<file path="src/sv/sabc_pkg.sv">
// Shared constants, register indexes and result type for the sensor alarm buzzer controller.
package sabc_pkg;

    // Field widths
    localparam int unsigned CntW     = 16;
    localparam int unsigned TempW    = 13;
    localparam int unsigned MvW      = 12;
    localparam int unsigned IvW      = 10;
    localparam int unsigned AlertW   = 3;
    localparam int unsigned CfgAddrW = 3;
    localparam int unsigned CfgDataW = 16;

    // Configuration register indexes
    localparam logic [CfgAddrW-1:0] REG_FAST_PERIOD = 3'd0;
    localparam logic [CfgAddrW-1:0] REG_TEMP_PERIOD = 3'd1;
    localparam logic [CfgAddrW-1:0] REG_SOUND_HOLD  = 3'd2;
    localparam logic [CfgAddrW-1:0] REG_TEMP_LOW    = 3'd3;
    localparam logic [CfgAddrW-1:0] REG_TEMP_HIGH   = 3'd4;

    // Configuration reset values
    localparam logic [CntW-1:0]         FAST_PERIOD_RST = 16'd100;
    localparam logic [CntW-1:0]         TEMP_PERIOD_RST = 16'd2000;
    localparam logic [CntW-1:0]         SOUND_HOLD_RST  = 16'd3000;
    localparam logic signed [TempW-1:0] TEMP_LOW_RST    = 13'sd100;
    localparam logic signed [TempW-1:0] TEMP_HIGH_RST   = 13'sd300;

    // Beep intervals by alert priority
    localparam logic [IvW-1:0] BEEP_SOUND = 10'd400;
    localparam logic [IvW-1:0] BEEP_HOT   = 10'd1000;
    localparam logic [IvW-1:0] BEEP_COLD  = 10'd600;
    localparam logic [IvW-1:0] BEEP_NONE  = 10'd0;

    // Sensor offset: 500 mV reads as zero degrees
    localparam logic signed [TempW-1:0] ZERO_MV = 13'sd500;

    // Saturation value of the millisecond counters
    localparam logic [CntW-1:0] CNT_MAX = 16'hFFFF;

    // Input kinds (tuser)
    localparam logic ACT_TICK     = 1'b0;
    localparam logic ACT_OVERRIDE = 1'b1;

    // Alert bit positions
    localparam int unsigned ALERT_SOUND = 0;
    localparam int unsigned ALERT_HOT   = 1;
    localparam int unsigned ALERT_COLD  = 2;

    // One result item, last field in the lowest bits
    typedef struct packed {
        logic                    sound_seen;
        logic signed [TempW-1:0] temperature_x10;
        logic [IvW-1:0]          beep_interval_ms;
        logic [AlertW-1:0]       alerts;
        logic                    buzzer;
    } result_t;

    localparam int unsigned ResW    = $bits(result_t);
    localparam int unsigned OutDataW = ((ResW + 7) / 8) * 8;

endpackage

</file>
<file path="src/sv/sensor_alarm_buzzer_controller_top.sv">
// Sensor alarm and buzzer controller: timers, alert logic, buzzer drive and output buffer.
// A result item is registered in the result register, or in the skid entry while that register holds a waiting item.
// Throughput: one item per cycle while tready is high; counter, compare and select logic feeds the result register.
// A skid entry behind the result register holds one item during an output stall; tready
// drops only while the skid entry is occupied.
// Reset (rst_n, async, active low) clears counters and flags, loads register defaults
// and arms the first-tick sample.
module sensor_alarm_buzzer_controller_top
    import sabc_pkg::*;
(
    input  logic                clk,
    input  logic                rst_n,
    // input stream
    input  logic                s_tvalid,
    output logic                s_tready,
    input  logic [15:0]         s_tdata,   // mic_level, sensor_mv, override_enable, override_level
    input  logic                s_tuser,   // action
    // result stream
    output logic                m_tvalid,
    input  logic                m_tready,
    output logic [OutDataW-1:0] m_tdata,   // buzzer, alerts, beep_interval_ms, temperature_x10, sound_seen
    // configuration write port
    input  logic                cfg_we,
    input  logic [CfgAddrW-1:0] cfg_addr,
    input  logic [CfgDataW-1:0] cfg_data
);

    // Configuration registers
    logic [CntW-1:0]         fast_period_reg;
    logic [CntW-1:0]         temp_period_reg;
    logic [CntW-1:0]         sound_hold_reg;
    logic signed [TempW-1:0] temp_low_reg;
    logic signed [TempW-1:0] temp_high_reg;

    // Block state
    logic [CntW-1:0]         fast_elapsed_reg, fast_elapsed_next;
    logic [CntW-1:0]         temp_elapsed_reg, temp_elapsed_next;
    logic [CntW-1:0]         hold_left_reg, hold_left_next;
    logic [CntW-1:0]         toggle_elapsed_reg, toggle_elapsed_next;
    logic signed [TempW-1:0] temperature_reg, temperature_next;
    logic                    sound_flag_reg, sound_flag_next;
    logic [AlertW-1:0]       alert_bits_reg, alert_bits_next;
    logic [IvW-1:0]          interval_reg, interval_next;
    logic                    buzzer_level_reg, buzzer_level_next;
    logic                    override_on_reg, override_on_next;
    logic                    override_value_reg, override_value_next;
    logic                    first_pending_reg, first_pending_next;

    // Output buffer
    result_t                 out_reg, skid_reg, res_next;
    logic                    out_valid_reg, skid_valid_reg;

    // Input fields
    logic                    in_mic_level;
    logic [MvW-1:0]          in_sensor_mv;
    logic                    in_override_enable;
    logic                    in_override_level;
    logic                    accept;
    logic                    out_fire;

    assign in_mic_level       = s_tdata[0];
    assign in_sensor_mv       = s_tdata[12:1];
    assign in_override_enable = s_tdata[13];
    assign in_override_level  = s_tdata[14];

    assign s_tready = !skid_valid_reg;
    assign accept   = s_tvalid && s_tready;
    assign m_tvalid = out_valid_reg;
    assign out_fire = out_valid_reg && m_tready;
    assign m_tdata  = {{(OutDataW - ResW){1'b0}}, out_reg};

    // Configuration writes
    always_ff @(posedge clk or negedge rst_n)
    begin
        if (!rst_n)
        begin
            fast_period_reg <= FAST_PERIOD_RST;
            temp_period_reg <= TEMP_PERIOD_RST;
            sound_hold_reg  <= SOUND_HOLD_RST;
            temp_low_reg    <= TEMP_LOW_RST;
            temp_high_reg   <= TEMP_HIGH_RST;
        end
        else if (cfg_we)
        begin
            unique case (cfg_addr)
                REG_FAST_PERIOD: fast_period_reg <= cfg_data;
                REG_TEMP_PERIOD: temp_period_reg <= cfg_data;
                REG_SOUND_HOLD:  sound_hold_reg  <= cfg_data;
                REG_TEMP_LOW:    temp_low_reg    <= cfg_data[TempW-1:0];
                REG_TEMP_HIGH:   temp_high_reg   <= cfg_data[TempW-1:0];
                default:         ;
            endcase
        end
    end

    // Per-item next state: timers, fast sample, alerts, override, buzzer
    always_comb
    begin
        logic [CntW-1:0]   fe_inc, te_inc, tg_inc, hl_dec;
        logic              do_sample, do_temp;
        logic [AlertW-1:0] flags;

        fast_elapsed_next   = fast_elapsed_reg;
        temp_elapsed_next   = temp_elapsed_reg;
        hold_left_next      = hold_left_reg;
        toggle_elapsed_next = toggle_elapsed_reg;
        temperature_next    = temperature_reg;
        sound_flag_next     = sound_flag_reg;
        alert_bits_next     = alert_bits_reg;
        interval_next       = interval_reg;
        override_on_next    = override_on_reg;
        override_value_next = override_value_reg;
        first_pending_next  = first_pending_reg;
        flags               = '0;

        fe_inc = (fast_elapsed_reg == CNT_MAX) ? CNT_MAX : fast_elapsed_reg + 16'd1;
        te_inc = (temp_elapsed_reg == CNT_MAX) ? CNT_MAX : temp_elapsed_reg + 16'd1;
        tg_inc = (toggle_elapsed_reg == CNT_MAX) ? CNT_MAX : toggle_elapsed_reg + 16'd1;
        hl_dec = (hold_left_reg != '0) ? hold_left_reg - 16'd1 : '0;

        do_sample = first_pending_reg || (fe_inc >= fast_period_reg);
        do_temp   = first_pending_reg || (te_inc >= temp_period_reg);

        if (s_tuser == ACT_TICK)
        begin
            fast_elapsed_next   = fe_inc;
            temp_elapsed_next   = te_inc;
            toggle_elapsed_next = tg_inc;
            hold_left_next      = hl_dec;
            if (do_sample)
            begin
                // microphone is active low; a detection restarts the hold
                sound_flag_next = !in_mic_level;
                if (!in_mic_level)
                    hold_left_next = sound_hold_reg;
                if (do_temp)
                begin
                    temperature_next  = $signed({1'b0, in_sensor_mv}) - ZERO_MV;
                    temp_elapsed_next = '0;
                end
                flags[ALERT_SOUND] = (hold_left_next != '0);
                flags[ALERT_HOT]   = (temperature_next > temp_high_reg);
                flags[ALERT_COLD]  = (temperature_next < temp_low_reg);
                alert_bits_next    = flags;
                // interval by priority: sound, hot, cold
                if (flags[ALERT_SOUND])
                    interval_next = BEEP_SOUND;
                else if (flags[ALERT_HOT])
                    interval_next = BEEP_HOT;
                else if (flags[ALERT_COLD])
                    interval_next = BEEP_COLD;
                else
                    interval_next = BEEP_NONE;
                fast_elapsed_next  = '0;
                first_pending_next = 1'b0;
            end
        end
        else
        begin
            override_on_next    = in_override_enable;
            override_value_next = in_override_level;
        end

        // buzzer drive, after every item
        buzzer_level_next = buzzer_level_reg;
        if (override_on_next)
            buzzer_level_next = override_value_next;
        else if (interval_next == BEEP_NONE)
            buzzer_level_next = 1'b0;
        else if (toggle_elapsed_next >= {{(CntW - IvW){1'b0}}, interval_next})
        begin
            buzzer_level_next   = !buzzer_level_reg;
            toggle_elapsed_next = '0;
        end

        res_next.buzzer           = buzzer_level_next;
        res_next.alerts           = alert_bits_next;
        res_next.beep_interval_ms = interval_next;
        res_next.temperature_x10  = temperature_next;
        res_next.sound_seen       = sound_flag_next;
    end

    // State registers
    always_ff @(posedge clk or negedge rst_n)
    begin
        if (!rst_n)
        begin
            fast_elapsed_reg   <= '0;
            temp_elapsed_reg   <= '0;
            hold_left_reg      <= '0;
            toggle_elapsed_reg <= '0;
            temperature_reg    <= '0;
            sound_flag_reg     <= 1'b0;
            alert_bits_reg     <= '0;
            interval_reg       <= '0;
            buzzer_level_reg   <= 1'b0;
            override_on_reg    <= 1'b0;
            override_value_reg <= 1'b0;
            first_pending_reg  <= 1'b1;
        end
        else if (accept)
        begin
            fast_elapsed_reg   <= fast_elapsed_next;
            temp_elapsed_reg   <= temp_elapsed_next;
            hold_left_reg      <= hold_left_next;
            toggle_elapsed_reg <= toggle_elapsed_next;
            temperature_reg    <= temperature_next;
            sound_flag_reg     <= sound_flag_next;
            alert_bits_reg     <= alert_bits_next;
            interval_reg       <= interval_next;
            buzzer_level_reg   <= buzzer_level_next;
            override_on_reg    <= override_on_next;
            override_value_reg <= override_value_next;
            first_pending_reg  <= first_pending_next;
        end
    end

    // Output buffer control
    always_ff @(posedge clk or negedge rst_n)
    begin
        if (!rst_n)
        begin
            out_valid_reg  <= 1'b0;
            skid_valid_reg <= 1'b0;
        end
        else if (out_fire || !out_valid_reg)
        begin
            out_valid_reg  <= skid_valid_reg || accept;
            skid_valid_reg <= 1'b0;
        end
        else if (accept)
        begin
            skid_valid_reg <= 1'b1;
        end
    end

    // Output buffer payload
    always_ff @(posedge clk)
    begin
        if (out_fire || !out_valid_reg)
        begin
            if (skid_valid_reg)
                out_reg <= skid_reg;
            else if (accept)
                out_reg <= res_next;
        end
        else if (accept)
        begin
            skid_reg <= res_next;
        end
    end

    // Skid entry is only ever filled behind a waiting result
    a_skid_behind_out: assert property (@(posedge clk) disable iff (!rst_n)
        skid_valid_reg |-> out_valid_reg)
        else $error("skid entry valid with empty result register");

    // Any accepted tick consumes the first-sample request
    a_first_cleared: assert property (@(posedge clk) disable iff (!rst_n)
        (accept && (s_tuser == ACT_TICK)) |=> !first_pending_reg)
        else $error("first sample still pending after a tick");

    // Interval is silent exactly when no alert is set
    a_interval_alerts: assert property (@(posedge clk) disable iff (!rst_n)
        (interval_reg == BEEP_NONE) == (alert_bits_reg == '0))
        else $error("beep interval disagrees with alert bits");

    // Without override a silent interval keeps the buzzer off
    a_silent_off: assert property (@(posedge clk) disable iff (!rst_n)
        accept |=> (override_on_reg || (interval_reg != BEEP_NONE) || !buzzer_level_reg))
        else $error("buzzer on with silent interval and no override");

endmodule

</file>
<file path="config.mk">
export PLATFORM = sky130hd
export DESIGN_NAME = sensor_alarm_buzzer_controller_top
export DESIGN_NICKNAME = d
export VERILOG_FILES = /design/src/sv/sabc_pkg.sv /design/src/sv/sensor_alarm_buzzer_controller_top.sv
export SDC_FILE = /design/constraint.sdc
export NUM_CORES = 1
export LEC_CHECK = 0
export BUFFER_PORTS_ARGS = -buffer_cell sky130_fd_sc_hd__buf_2
export CELL_PAD_IN_SITES_DETAIL_PLACEMENT = 1
export CELL_PAD_IN_SITES_GLOBAL_PLACEMENT = 1
export CORE_MARGIN = 5
export CORE_UTILIZATION = 38
export DETAILED_ROUTE_END_ITERATION = 10
export PLACE_DENSITY = 0.64
export SLEW_MARGIN = 10
export SYNTH_ARGS = -nofsm -noshare
export SYNTH_HDL_FRONTEND = slang
export SYNTH_SLANG_ARGS = --single-unit
</file>
<file path="constraint.sdc">
create_clock -name clk -period 16.45 [get_ports clk]
set_input_delay 1.645 -clock clk [delete_from_list [all_inputs] [get_ports clk]]
set_output_delay 1.645 -clock clk [all_outputs]
set_load 0.03 [all_outputs]
</file>
## Word-level counts from Yosys, hierarchy flattened

Index checks and enable logic that the tools add are counted.

| storage, ports and cells | value |
|---|---|
| flip-flop bits (word level) | 227 |
| input bits | 41 |
| output and inout bits | 34 |
| logic and storage cells | 111 |

| operators by class | value |
|---|---|
| add/subtract/negate cells | 5 |
| magnitude comparators | 5 |
| equality and inequality tests | 7 |
| mux-type cells | 38 |
| bitwise gates (word level) | 2 |
| reductions and logical operators | 25 |

Operators with widths:

| cell | number |
|---|---|
| two-way mux 16 bit | 15 |
| two-way mux 13 bit | 5 |
| two-way mux 28 bit | 2 |
| two-way mux 10 bit | 5 |
| adder 16 x 1 -> 16 bit (second input constant) | 3 |
| equality test 16 bit (second input constant) | 3 |
| greater-or-equal comparator 16 bit | 2 |
| nonzero test 16 bit | 2 |
| greater-or-equal comparator 16 x 10 -> 1 bit | 1 |
| AND reduction 2 bit | 8 |
| subtractor 16 x 1 -> 16 bit (second input constant) | 1 |
| greater-than comparator 13 bit | 1 |
| < comparator 13 bit | 1 |
| subtractor 12 x 9 -> 13 bit (second input constant) | 1 |
| logical NOT 10 bit | 1 |
| two-way mux 1 bit | 9 |
| equality test 3 x 2 -> 1 bit (second input constant) | 2 |
| two-way mux 3 bit | 2 |
| logical NOT 1 bit | 4 |
| logical OR 1 bit | 4 |
| nonzero test 2 bit | 2 |
| equality test 3 x 1 -> 1 bit (second input constant) | 1 |
| equality test 3 bit (second input constant) | 1 |
| logical NOT 3 bit | 1 |
| 3 further kinds | 5 |

## Longest topological paths before layout

Gate-level depths: netlist of the first run.

| depth | value |
|---|---|
| depth after elaboration | 19 |
| depth in mapped cells | 39 |
| depth with buffers taken out | 35 |

## Least setup slack after synthesis of the first run

Ideal clock, no wire load.

| timing path | value |
|---|---|
| kind | reg2reg |
| from | reg temp_elapsed_reg[0] |
| to | reg toggle_elapsed_reg[12] |
| setup time | 94 ps |
| data arrival time | 7736 ps |
| data required time | 16356 ps |
| slack | 8620 ps |
| stages on the path, launching flop included | 38 |
| path buffers | 5 |
| path through | dfrtp_1 -> ha_1 -> and3_1 -> and3_1 -> and3_1 -> and3_1 -> and3_1 -> clkbuf_1 -> nand4_1 -> clkbuf_1 -> clkbuf_1 -> nand2_1 -> ha_1 -> a2111o_1 -> a32oi_1 -> nand4_1 -> clkbuf_1 -> a21oi_1 -> [2 not listed] -> o221ai_1 -> a31oi_1 -> o211ai_1 -> o31ai_1 -> nor2b_1 -> nor3_1 -> a21oi_1 -> ha_1 -> a21oi_1 -> a21oi_1 -> a311oi_1 -> o21ai_0 -> a311oi_1 -> o31ai_1 -> o41a_1 -> and2_1 -> buf_6 -> a221oi_2 |

| on the way | value |
|---|---|
| longest elaborated chain between the ends | 17 |
| elaborated cells on any way between the ends | 20 |

RTL lines:

| item | line | RTL |
|---|---|---|
| start: declaration | sensor_alarm_buzzer_controller_top.sv:37 | `logic [CntW-1:0] temp_elapsed_reg, temp_elapsed_next;` |
| start signal: assignment | sensor_alarm_buzzer_controller_top.sv:204 | `temp_elapsed_reg <= temp_elapsed_next;` |
| adder 16 x 1 -> 16 bit or equality test 16 bit (tied branches) | sensor_alarm_buzzer_controller_top.sv:117 | `te_inc = (temp_elapsed_reg == CNT_MAX) ? CNT_MAX : temp_elapsed_reg + 16'd1;` |
| two-way mux 16 bit * | sensor_alarm_buzzer_controller_top.sv:117 |  |
| greater-or-equal comparator 16 bit * | sensor_alarm_buzzer_controller_top.sv:122 | `do_temp = first_pending_reg \|\| (te_inc >= temp_period_reg);` |
| logical OR 1 bit * | sensor_alarm_buzzer_controller_top.sv:122 |  |
| two-way mux 13 bit * | sensor_alarm_buzzer_controller_top.sv:136 | `if (do_temp)` |
| two-way mux 13 bit * | sensor_alarm_buzzer_controller_top.sv:130 | `if (do_sample)` |
| two-way mux 13 bit * | sensor_alarm_buzzer_controller_top.sv:124 | `if (s_tuser == ACT_TICK)` |
| < comparator 13 bit | sensor_alarm_buzzer_controller_top.sv:143 | `flags[ALERT_COLD] = (temperature_next < temp_low_reg);` |
| two-way mux 10 bit | sensor_alarm_buzzer_controller_top.sv:150 | `else if (flags[ALERT_COLD])` |
| two-way mux 10 bit * | sensor_alarm_buzzer_controller_top.sv:148 | `else if (flags[ALERT_HOT])` |
| two-way mux 10 bit * | sensor_alarm_buzzer_controller_top.sv:146 | `if (flags[ALERT_SOUND])` |
| two-way mux 10 bit * | sensor_alarm_buzzer_controller_top.sv:130 |  |
| two-way mux 10 bit * | sensor_alarm_buzzer_controller_top.sv:124 |  |
| greater-or-equal comparator 16 x 10 -> 1 bit | sensor_alarm_buzzer_controller_top.sv:170 | `else if (toggle_elapsed_next >= {{(CntW - IvW){1'b0}}, interval_next})` |
| two-way mux 16 bit | sensor_alarm_buzzer_controller_top.sv:170 |  |
| two-way mux 16 bit * | sensor_alarm_buzzer_controller_top.sv:168 | `else if (interval_next == BEEP_NONE)` |
| two-way mux 16 bit * | sensor_alarm_buzzer_controller_top.sv:166 | `if (override_on_next)` |
| end signal: assignment | sensor_alarm_buzzer_controller_top.sv:206 | `toggle_elapsed_reg <= toggle_elapsed_next;` |
| end: declaration | sensor_alarm_buzzer_controller_top.sv:39 | `logic [CntW-1:0] toggle_elapsed_reg, toggle_elapsed_next;` |

Mark *: on every way between the ends. The rest lies on a longest branch, timed or not. The select of a mux whose other input is x is not followed.
A chain may end at the register's enable or synchronous reset.

## Final worst setup path of the first run

| timing path | value |
|---|---|
| from | reg temp_elapsed_reg[0] |
| to | reg toggle_elapsed_reg[15] |

The elaborated chain is that of the path after synthesis.

==> impl_metrics.ini, run 1 <==
[placed_design]
detailedPlace.worstSlack_ns = 6.64
dp_hpwl_um = 25000
numPortBuffers = 69
routabilityCongestion = 0.839

[global_route]
track_usage_pct = 18.6
antenna_found_initial = 0
grt_overflow_total = 0
grt_pass1_wl_um = 58000
vias_in_the_first_global_route = 10600
largest_net_degree_at_the_start_of_global_routing = 74

[setup_path]
rr_endpoint = toggle_elapsed_reg[15]$_DFFE_PN0P_
cp_data_required_time_ns = 16.87
setup.worst_path.end_class = flop
worstRegToRegCells = 35
reg2reg_from = temp_elapsed_reg[0]$_DFFE_PN0P_
crit_path_frequent_cell = sky130_fd_sc_hd__and3_1
critical-path-max-stage-delay_ns = 0.75
r2r_slack_ns = 6.65
setup.worst_path.start_class = flop
critical_path_arrival_ns = 10.23
criticalPathCategory = flop to flop
timing.critical_path.fanout_max = 23
worstSetupEndpoint = toggle_elapsed_reg[15]$_DFFE_PN0P_
setup.worst_path.start = temp_elapsed_reg[0]$_DFFE_PN0P_
slowest_library_cell_on_the_worst_path = sky130_fd_sc_hd__nand4_1

[cts]
clock_sinks = 227
cts.htree.levels = 1
ctsRootBufferMaster = sky130_fd_sc_hd__clkbuf_16
cts_buffer_depth = 3
tritoncts = yes
clk-insertion-delay-late_ns = 0.55
post_cts_hold_buffer_count = 0
tritoncts.num_buffers = 27
clk_pin_slew_ns = 0.06
postCtsSetupRepairBufs = 0
cts_resized = 0

[timing]
final-hold-violation-count = 0
final_max_slew_viol_count = 0
fin_setup_tns_ns = 0
timing.clock.skew_ns = 0.0205
grt_setup_unrepaired = no
timing.final.ws_setup_ns = 6.65
final-setup-viol-count = 0
timing.final.crit_period_ns = 9.80
tightestPinTransition_ns = 1.13
worst_slew_margin_rel_pct = 24.5
layout_worst_path_cycle_share_pct = 59.6
fmax_mhz = 102

[drt]
dr_total_vias = 10200
routedWlPerCell_um = 19.0
drtIter0Drc = 371
finalWirelength_um = 35400
drt.antenna.violating_nets = 0
drt_first_pass_iters = 4
drc = 0
routed_via_density = 5.46

[yosys]
syn_inst = 1340
yosysWarnings = 0
asyncSetResetFlopFracSynth_pct = 75.3
synth.yosys.seq_area_share_pct = 46.6
synth_enable_flop_cells = 56
synth.area.top_cells = sky130_fd_sc_hd__dfrtp_1 (29%), sky130_fd_sc_hd__edfxtp_1 (13%), sky130_fd_sc_hd__ha_1 (6.8%)
synth.cell_area_sq_um = 12900
synth.lib_cells_used.distinct = 79
postSynthRegisterBits = 227
synth_area_leader_cell = sky130_fd_sc_hd__dfrtp_1
synthesis.area_per_instance_sq_um = 9.60
dominant_synthesized_flop_cell = sky130_fd_sc_hd__dfrtp_1
synth_top_cell_area_share_pct = 28.6

[min_path]
min_path_type = flop to flop
hold_startpoint = sound_flag_reg$_DFFE_PN0P_

[power]
p_leak_nw = 6.53
worst_ir_drop_vdd_v = 0.0000961
cellPowerDensity_nw_per_um2 = 124

[layout]
num_antenna_cells = 0
final_common_cell = sky130_fd_sc_hd__nand2_1
final_cell_mix = sky130_fd_sc_hd__nand2_1 (200), sky130_fd_sc_hd__dfrtp_1 (147), sky130_fd_sc_hd__o21ai_0 (132), sky130_fd_sc_hd__inv_1 (89), sky130_fd_sc_hd__a21oi_1 (84)
area_growth_pct = 14.2
multi_input_area_sq_um = 6310
drive_above_1_share_pct = 18.0
area.sequential_sq_um = 5990
num-nets-final = 1505
n_fill_cell = 3805
fin_util_pct = 43.9

[die]
floorplan.die.height_um = 194
initial_core_util_pct = 38.5
top_level_ports = 75
floorplan.die.width_um = 194
num_rows = 67
fp.coreArea_sq_um = 33400
die_area_sq_um = 37600

[flow_run]
timing.max_cap.violations = 0

[status]
outcome = finished clean
[worst max-delay path, delay by kind of cell (launching register included)]
kind | cells | cell delay [ns]
adders and majority gates | 4 | 1.28
AOI/OAI and AO/OA | 14 | 3.35
and+or+nand+nor | 15 | 4.13
DFF | 1 | 0.41
buffers and inverters | 2 | 0.49
[cell usage after synthesis (6+ instances only)]
library cell,n
sky130_fd_sc_hd__a211oi_1,10
sky130_fd_sc_hd__a21o_1,6
sky130_fd_sc_hd__a21oi_1,84
sky130_fd_sc_hd__a22o_1,32
sky130_fd_sc_hd__a31oi_1,9
sky130_fd_sc_hd__and2_1,15
sky130_fd_sc_hd__and3_1,21
sky130_fd_sc_hd__clkbuf_1,53
sky130_fd_sc_hd__dfrtp_1,147
sky130_fd_sc_hd__dfstp_2,24
sky130_fd_sc_hd__edfxtp_1,56
sky130_fd_sc_hd__ha_1,70
sky130_fd_sc_hd__inv_1,89
sky130_fd_sc_hd__mux2_2,71
sky130_fd_sc_hd__nand2_1,201
sky130_fd_sc_hd__nand2b_1,9
sky130_fd_sc_hd__nand3_1,29
sky130_fd_sc_hd__nand4_1,19
sky130_fd_sc_hd__nor2_1,68
sky130_fd_sc_hd__nor2b_1,8
sky130_fd_sc_hd__nor3_1,22
sky130_fd_sc_hd__nor4_1,7
sky130_fd_sc_hd__o21ai_0,132
sky130_fd_sc_hd__o31ai_1,14
sky130_fd_sc_hd__xnor2_1,21
sky130_fd_sc_hd__xor2_1,17
[layer usage]
metal	vias to the layer above	wire [um]	global-route usage, %
met3	40	1080	2.24
met2	124	17300	32.4
met5	-	0	0
met1	5127	16400	25.2
li1	4884	-	-
met4	0	580	3.33
[area by class of cell]
class	instances	area share, %
clock buffer	36	5.17
clock inverter	14	1.64
inverter	90	2.30
multi-input combinational	961	43.0
sequential	227	40.8
tap	448	3.82
timing repair buffer	87	3.31
[worst min path at each step]
stage / to / slack (ns) / depth (start not counted)
4_1_cts: alert_bits_reg[2]$_DFFE_PN0P_ / 0.49 / 2
5_1_grt: temp_low_reg[7]$_DFFE_PN0P_ / 0.52 / 1
2_1_floorplan: alert_bits_reg[2]$_DFFE_PN0P_ / 0.44 / 2
3_3_place_gp: alert_bits_reg[2]$_DFFE_PN0P_ / 0.45 / 2
6_report: sound_flag_reg$_DFFE_PN0P_ / 0.49 / 2
3_5_place_dp: alert_bits_reg[2]$_DFFE_PN0P_ / 0.48 / 2
[where the power goes]
part	internal, mW	switching (mW)	leakage, nW
sequential	0.674	0.0766	2.67
combinational	0.160	0.241	3.37
clock	0.420	0.247	0.484
total	1.25	0.565	6.53
[through the flow]
stage / cell area, sq um / hold WS [ns] / power [mW] / std cells
after global placement: 13700 / 0.453 / 1.14 / 1813
after floorplan: 12900 / 0.442 / 1.03 / 1343
after CTS: 14700 / 0.489 / 1.84 / 1863
after global routing: 14700 / 0.522 / 1.93 / 1863
after detailed placement: 13700 / 0.475 / 1.16 / 1813
final: 14700 / 0.493 / 1.82 / 1863
[cell families after synthesis]
| logic type | count (synthesis) | share of synthesized area (%) |
|---|---|---|
| simple gates | 431 | 16.0 |
| compound gates | 344 | 16.7 |
| flops | 227 | 46.6 |
| buf+inv | 155 | 4.83 |
| mux | 74 | 6.45 |
| fa+ha+maj | 70 | 6.81 |
| xor+xnor | 38 | 2.59 |
| other cells | 1 | 0.0292 |
(Power assumes the default switching activity.)
==> inputs of run 2 (changes only) <==
PLACE_DENSITY = 0.66   (was 0.64)
clock period = 8.9 ns   (was 16.45 ns; I/O delays follow)
==> run 2 against run 1 <==
Compared with the run above: via count decreased by 1.1%; maximum frequency increased by 17%; hold slack got worse by 0.20 ns; sequential power increased by 85%; die area unchanged; largest power group unchanged.
==> impl_metrics.ini, run 2 (synthesized netlist as in run 1, its figures left out) <==
[cts]
cts.htree.levels = 1
clk_pin_slew_ns = 0.06
cts_buffer_depth = 3
clock_sinks = 227
tritoncts = yes
clk-insertion-delay-late_ns = 0.55
post_cts_hold_buffer_count = 0
tritoncts.num_buffers = 26
ctsRootBufferMaster = sky130_fd_sc_hd__clkbuf_16

[layout]
multi_input_area_sq_um = 6340
final_cell_mix = sky130_fd_sc_hd__nand2_1 (200), sky130_fd_sc_hd__dfrtp_1 (147), sky130_fd_sc_hd__o21ai_0 (131), sky130_fd_sc_hd__inv_1 (89), sky130_fd_sc_hd__a21oi_1 (82)
finalInstanceArea_sq_um = 14600
final_common_cell = sky130_fd_sc_hd__nand2_1
num_antenna_cells = 0
num-nets-final = 1512
n_fill_cell = 3843
drive_above_1_share_pct = 18.9
area.sequential_sq_um = 5990
final_std_cells_w_o_fill = 1869
area_growth_pct = 13.9

[setup_path]
criticalPathCategory = flop to flop
setup.worst_path.start = temp_elapsed_reg[0]$_DFFE_PN0P_
setup.worst_path.end_class = flop
critical_path_arrival_ns = 8.81
critical-path-max-stage-delay_ns = 0.41
setup.worst_path.start_class = flop
timing.critical_path.fanout_max = 22
slowest_library_cell_on_the_worst_path = sky130_fd_sc_hd__dfrtp_1
cp_data_required_time_ns = 9.36
reg2reg_from = temp_elapsed_reg[0]$_DFFE_PN0P_

[min_path]
min_path_type = input port to asynchronous set/reset pin

[die]
floorplan.die.width_um = 194
num_rows = 67
fp.coreArea_sq_um = 33400
initial_core_util_pct = 38.5
top_level_ports = 75
die_area_sq_um = 37600
floorplan.die.height_um = 194

[timing]
final_max_slew_viol_count = 0
grt_setup_unrepaired = no
layout_worst_path_cycle_share_pct = 93.9
final-hold-violation-count = 0
timing.final.crit_period_ns = 8.36
fin_setup_tns_ns = 0
worst_slew_margin_rel_pct = 26.6
timing.clock.skew_ns = 0.0323
final-setup-viol-count = 0
timing.final.ws_setup_ns = 0.544
fmax_mhz = 120
tightestPinTransition_ns = 1.10

[power]
total_switching_power_mw = 1.03
swShare_pct = 32.1
worst_ir_drop_vdd_v = 0.000165
power.internal_mw = 2.18
cellPowerDensity_nw_per_um2 = 219
p_seq_share_pct = 43.2
p_comb_share_pct = 23.0
p_leak_nw = 6.51
clock_power_share_pct = 33.8

[placed_design]
routabilityCongestion = 0.834
dp_hpwl_um = 24400
numPortBuffers = 69
detailedPlace.worstSlack_ns = 0.168
placedInstanceArea_sq_um = 13700
dpl.cell_count = 1819

[flow_run]
timing.max_cap.violations = 0

[drt]
drt.antenna.violating_nets = 0
finalWirelength_um = 34700
routedWlPerCell_um = 18.5
drc = 0
routed_via_density = 5.38
dr_total_vias = 10100
drtIter0Drc = 486
drt_first_pass_iters = 4

[global_route]
track_usage_pct = 17.9
grt_pass1_wl_um = 56000
antenna_found_initial = 0
grt_overflow_total = 0
vias_in_the_first_global_route = 10200
largest_net_degree_at_the_start_of_global_routing = 75

[status]
outcome = finished clean
-- run 2: changes by cell type in the layout (fill, tap and decap cells not counted), sizes merged --
cell | before | now
buf | 87 | 95
clkinv | 5 | 12
clkbuf | 36 | 31
bufinv | 6 | 3
inv | 91 | 89
clkinvlp | 2 | 3
-- run 2: layout make-up --
type,count,share of cell area (%)
multi-input cells,961,43.3
repair buffers,95,3.82
flip-flops and latches,227,40.9
clock buffers,31,4.64
well taps,448,3.83
inverters,90,2.31
clock inverters,17,1.21
-- run 2: final timing paths --
check / end / slack (ns) / cells past startpoint
max in group asynchronous: temp_period_reg[5]$_DFFE_PN0P_ / 7.24 / 2
worst min-delay path: toggle_elapsed_reg[1]$_DFFE_PN0P_ / 0.30 / 1
worst max register to register: toggle_elapsed_reg[12]$_DFFE_PN0P_ / 0.54 / 34
worst min register to register: alert_bits_reg[2]$_DFFE_PN0P_ / 0.48 / 2
worst max-delay path: toggle_elapsed_reg[12]$_DFFE_PN0P_ / 0.54 / 34
min in group clk: alert_bits_reg[2]$_DFFE_PN0P_ / 0.48 / 2
-- run 2: critical path: cells and delay by family (launching register included) --
kind                       cells  cell delay, ns
muxes                          1            0.34
AOI/OAI and AO/OA             14            3.27
and+or+nand+nor               13            2.73
DFF                            1            0.41
adders and majority gates      4            1.14
buffers and inverters          2            0.38
-- run 2: what timing repair did --
action / 4_1_cts / 5_1_grt
gates resized for setup: 0 / 9
endpoints found under the setup margin: 0 / 18
buffers inserted: 0 / 2
-- run 2: per-stage QoR --
stage	power (mW)	hold slack (ns)	util, %
2_1_floorplan	1.91	0.442	-
3_3_place_gp	2.11	0.453	41.1
3_5_place_dp	2.14	0.465	41.1
4_1_cts	3.25	0.298	43.7
5_1_grt	3.41	0.317	43.8
6_report	3.21	0.295	43.8
-- run 2: power groups by stage --
stage	Clock, mW	Sequential, mW	Combinational (mW)
6_report	1.08	1.39	0.739
3_5_place_dp	0	1.40	0.742
3_3_place_gp	0	1.39	0.715
4_1_cts	1.11	1.38	0.746
5_1_grt	1.16	1.41	0.839
2_1_floorplan	0	1.37	0.536
-- run 2: per-layer routing --
layer | routed length, um | GRT usage [%]
met4 | 977 | 4.97
met3 | 841 | 2.02
met5 | 0 | 0
met2 | 16300 | 30.0
met1 | 16600 | 24.8
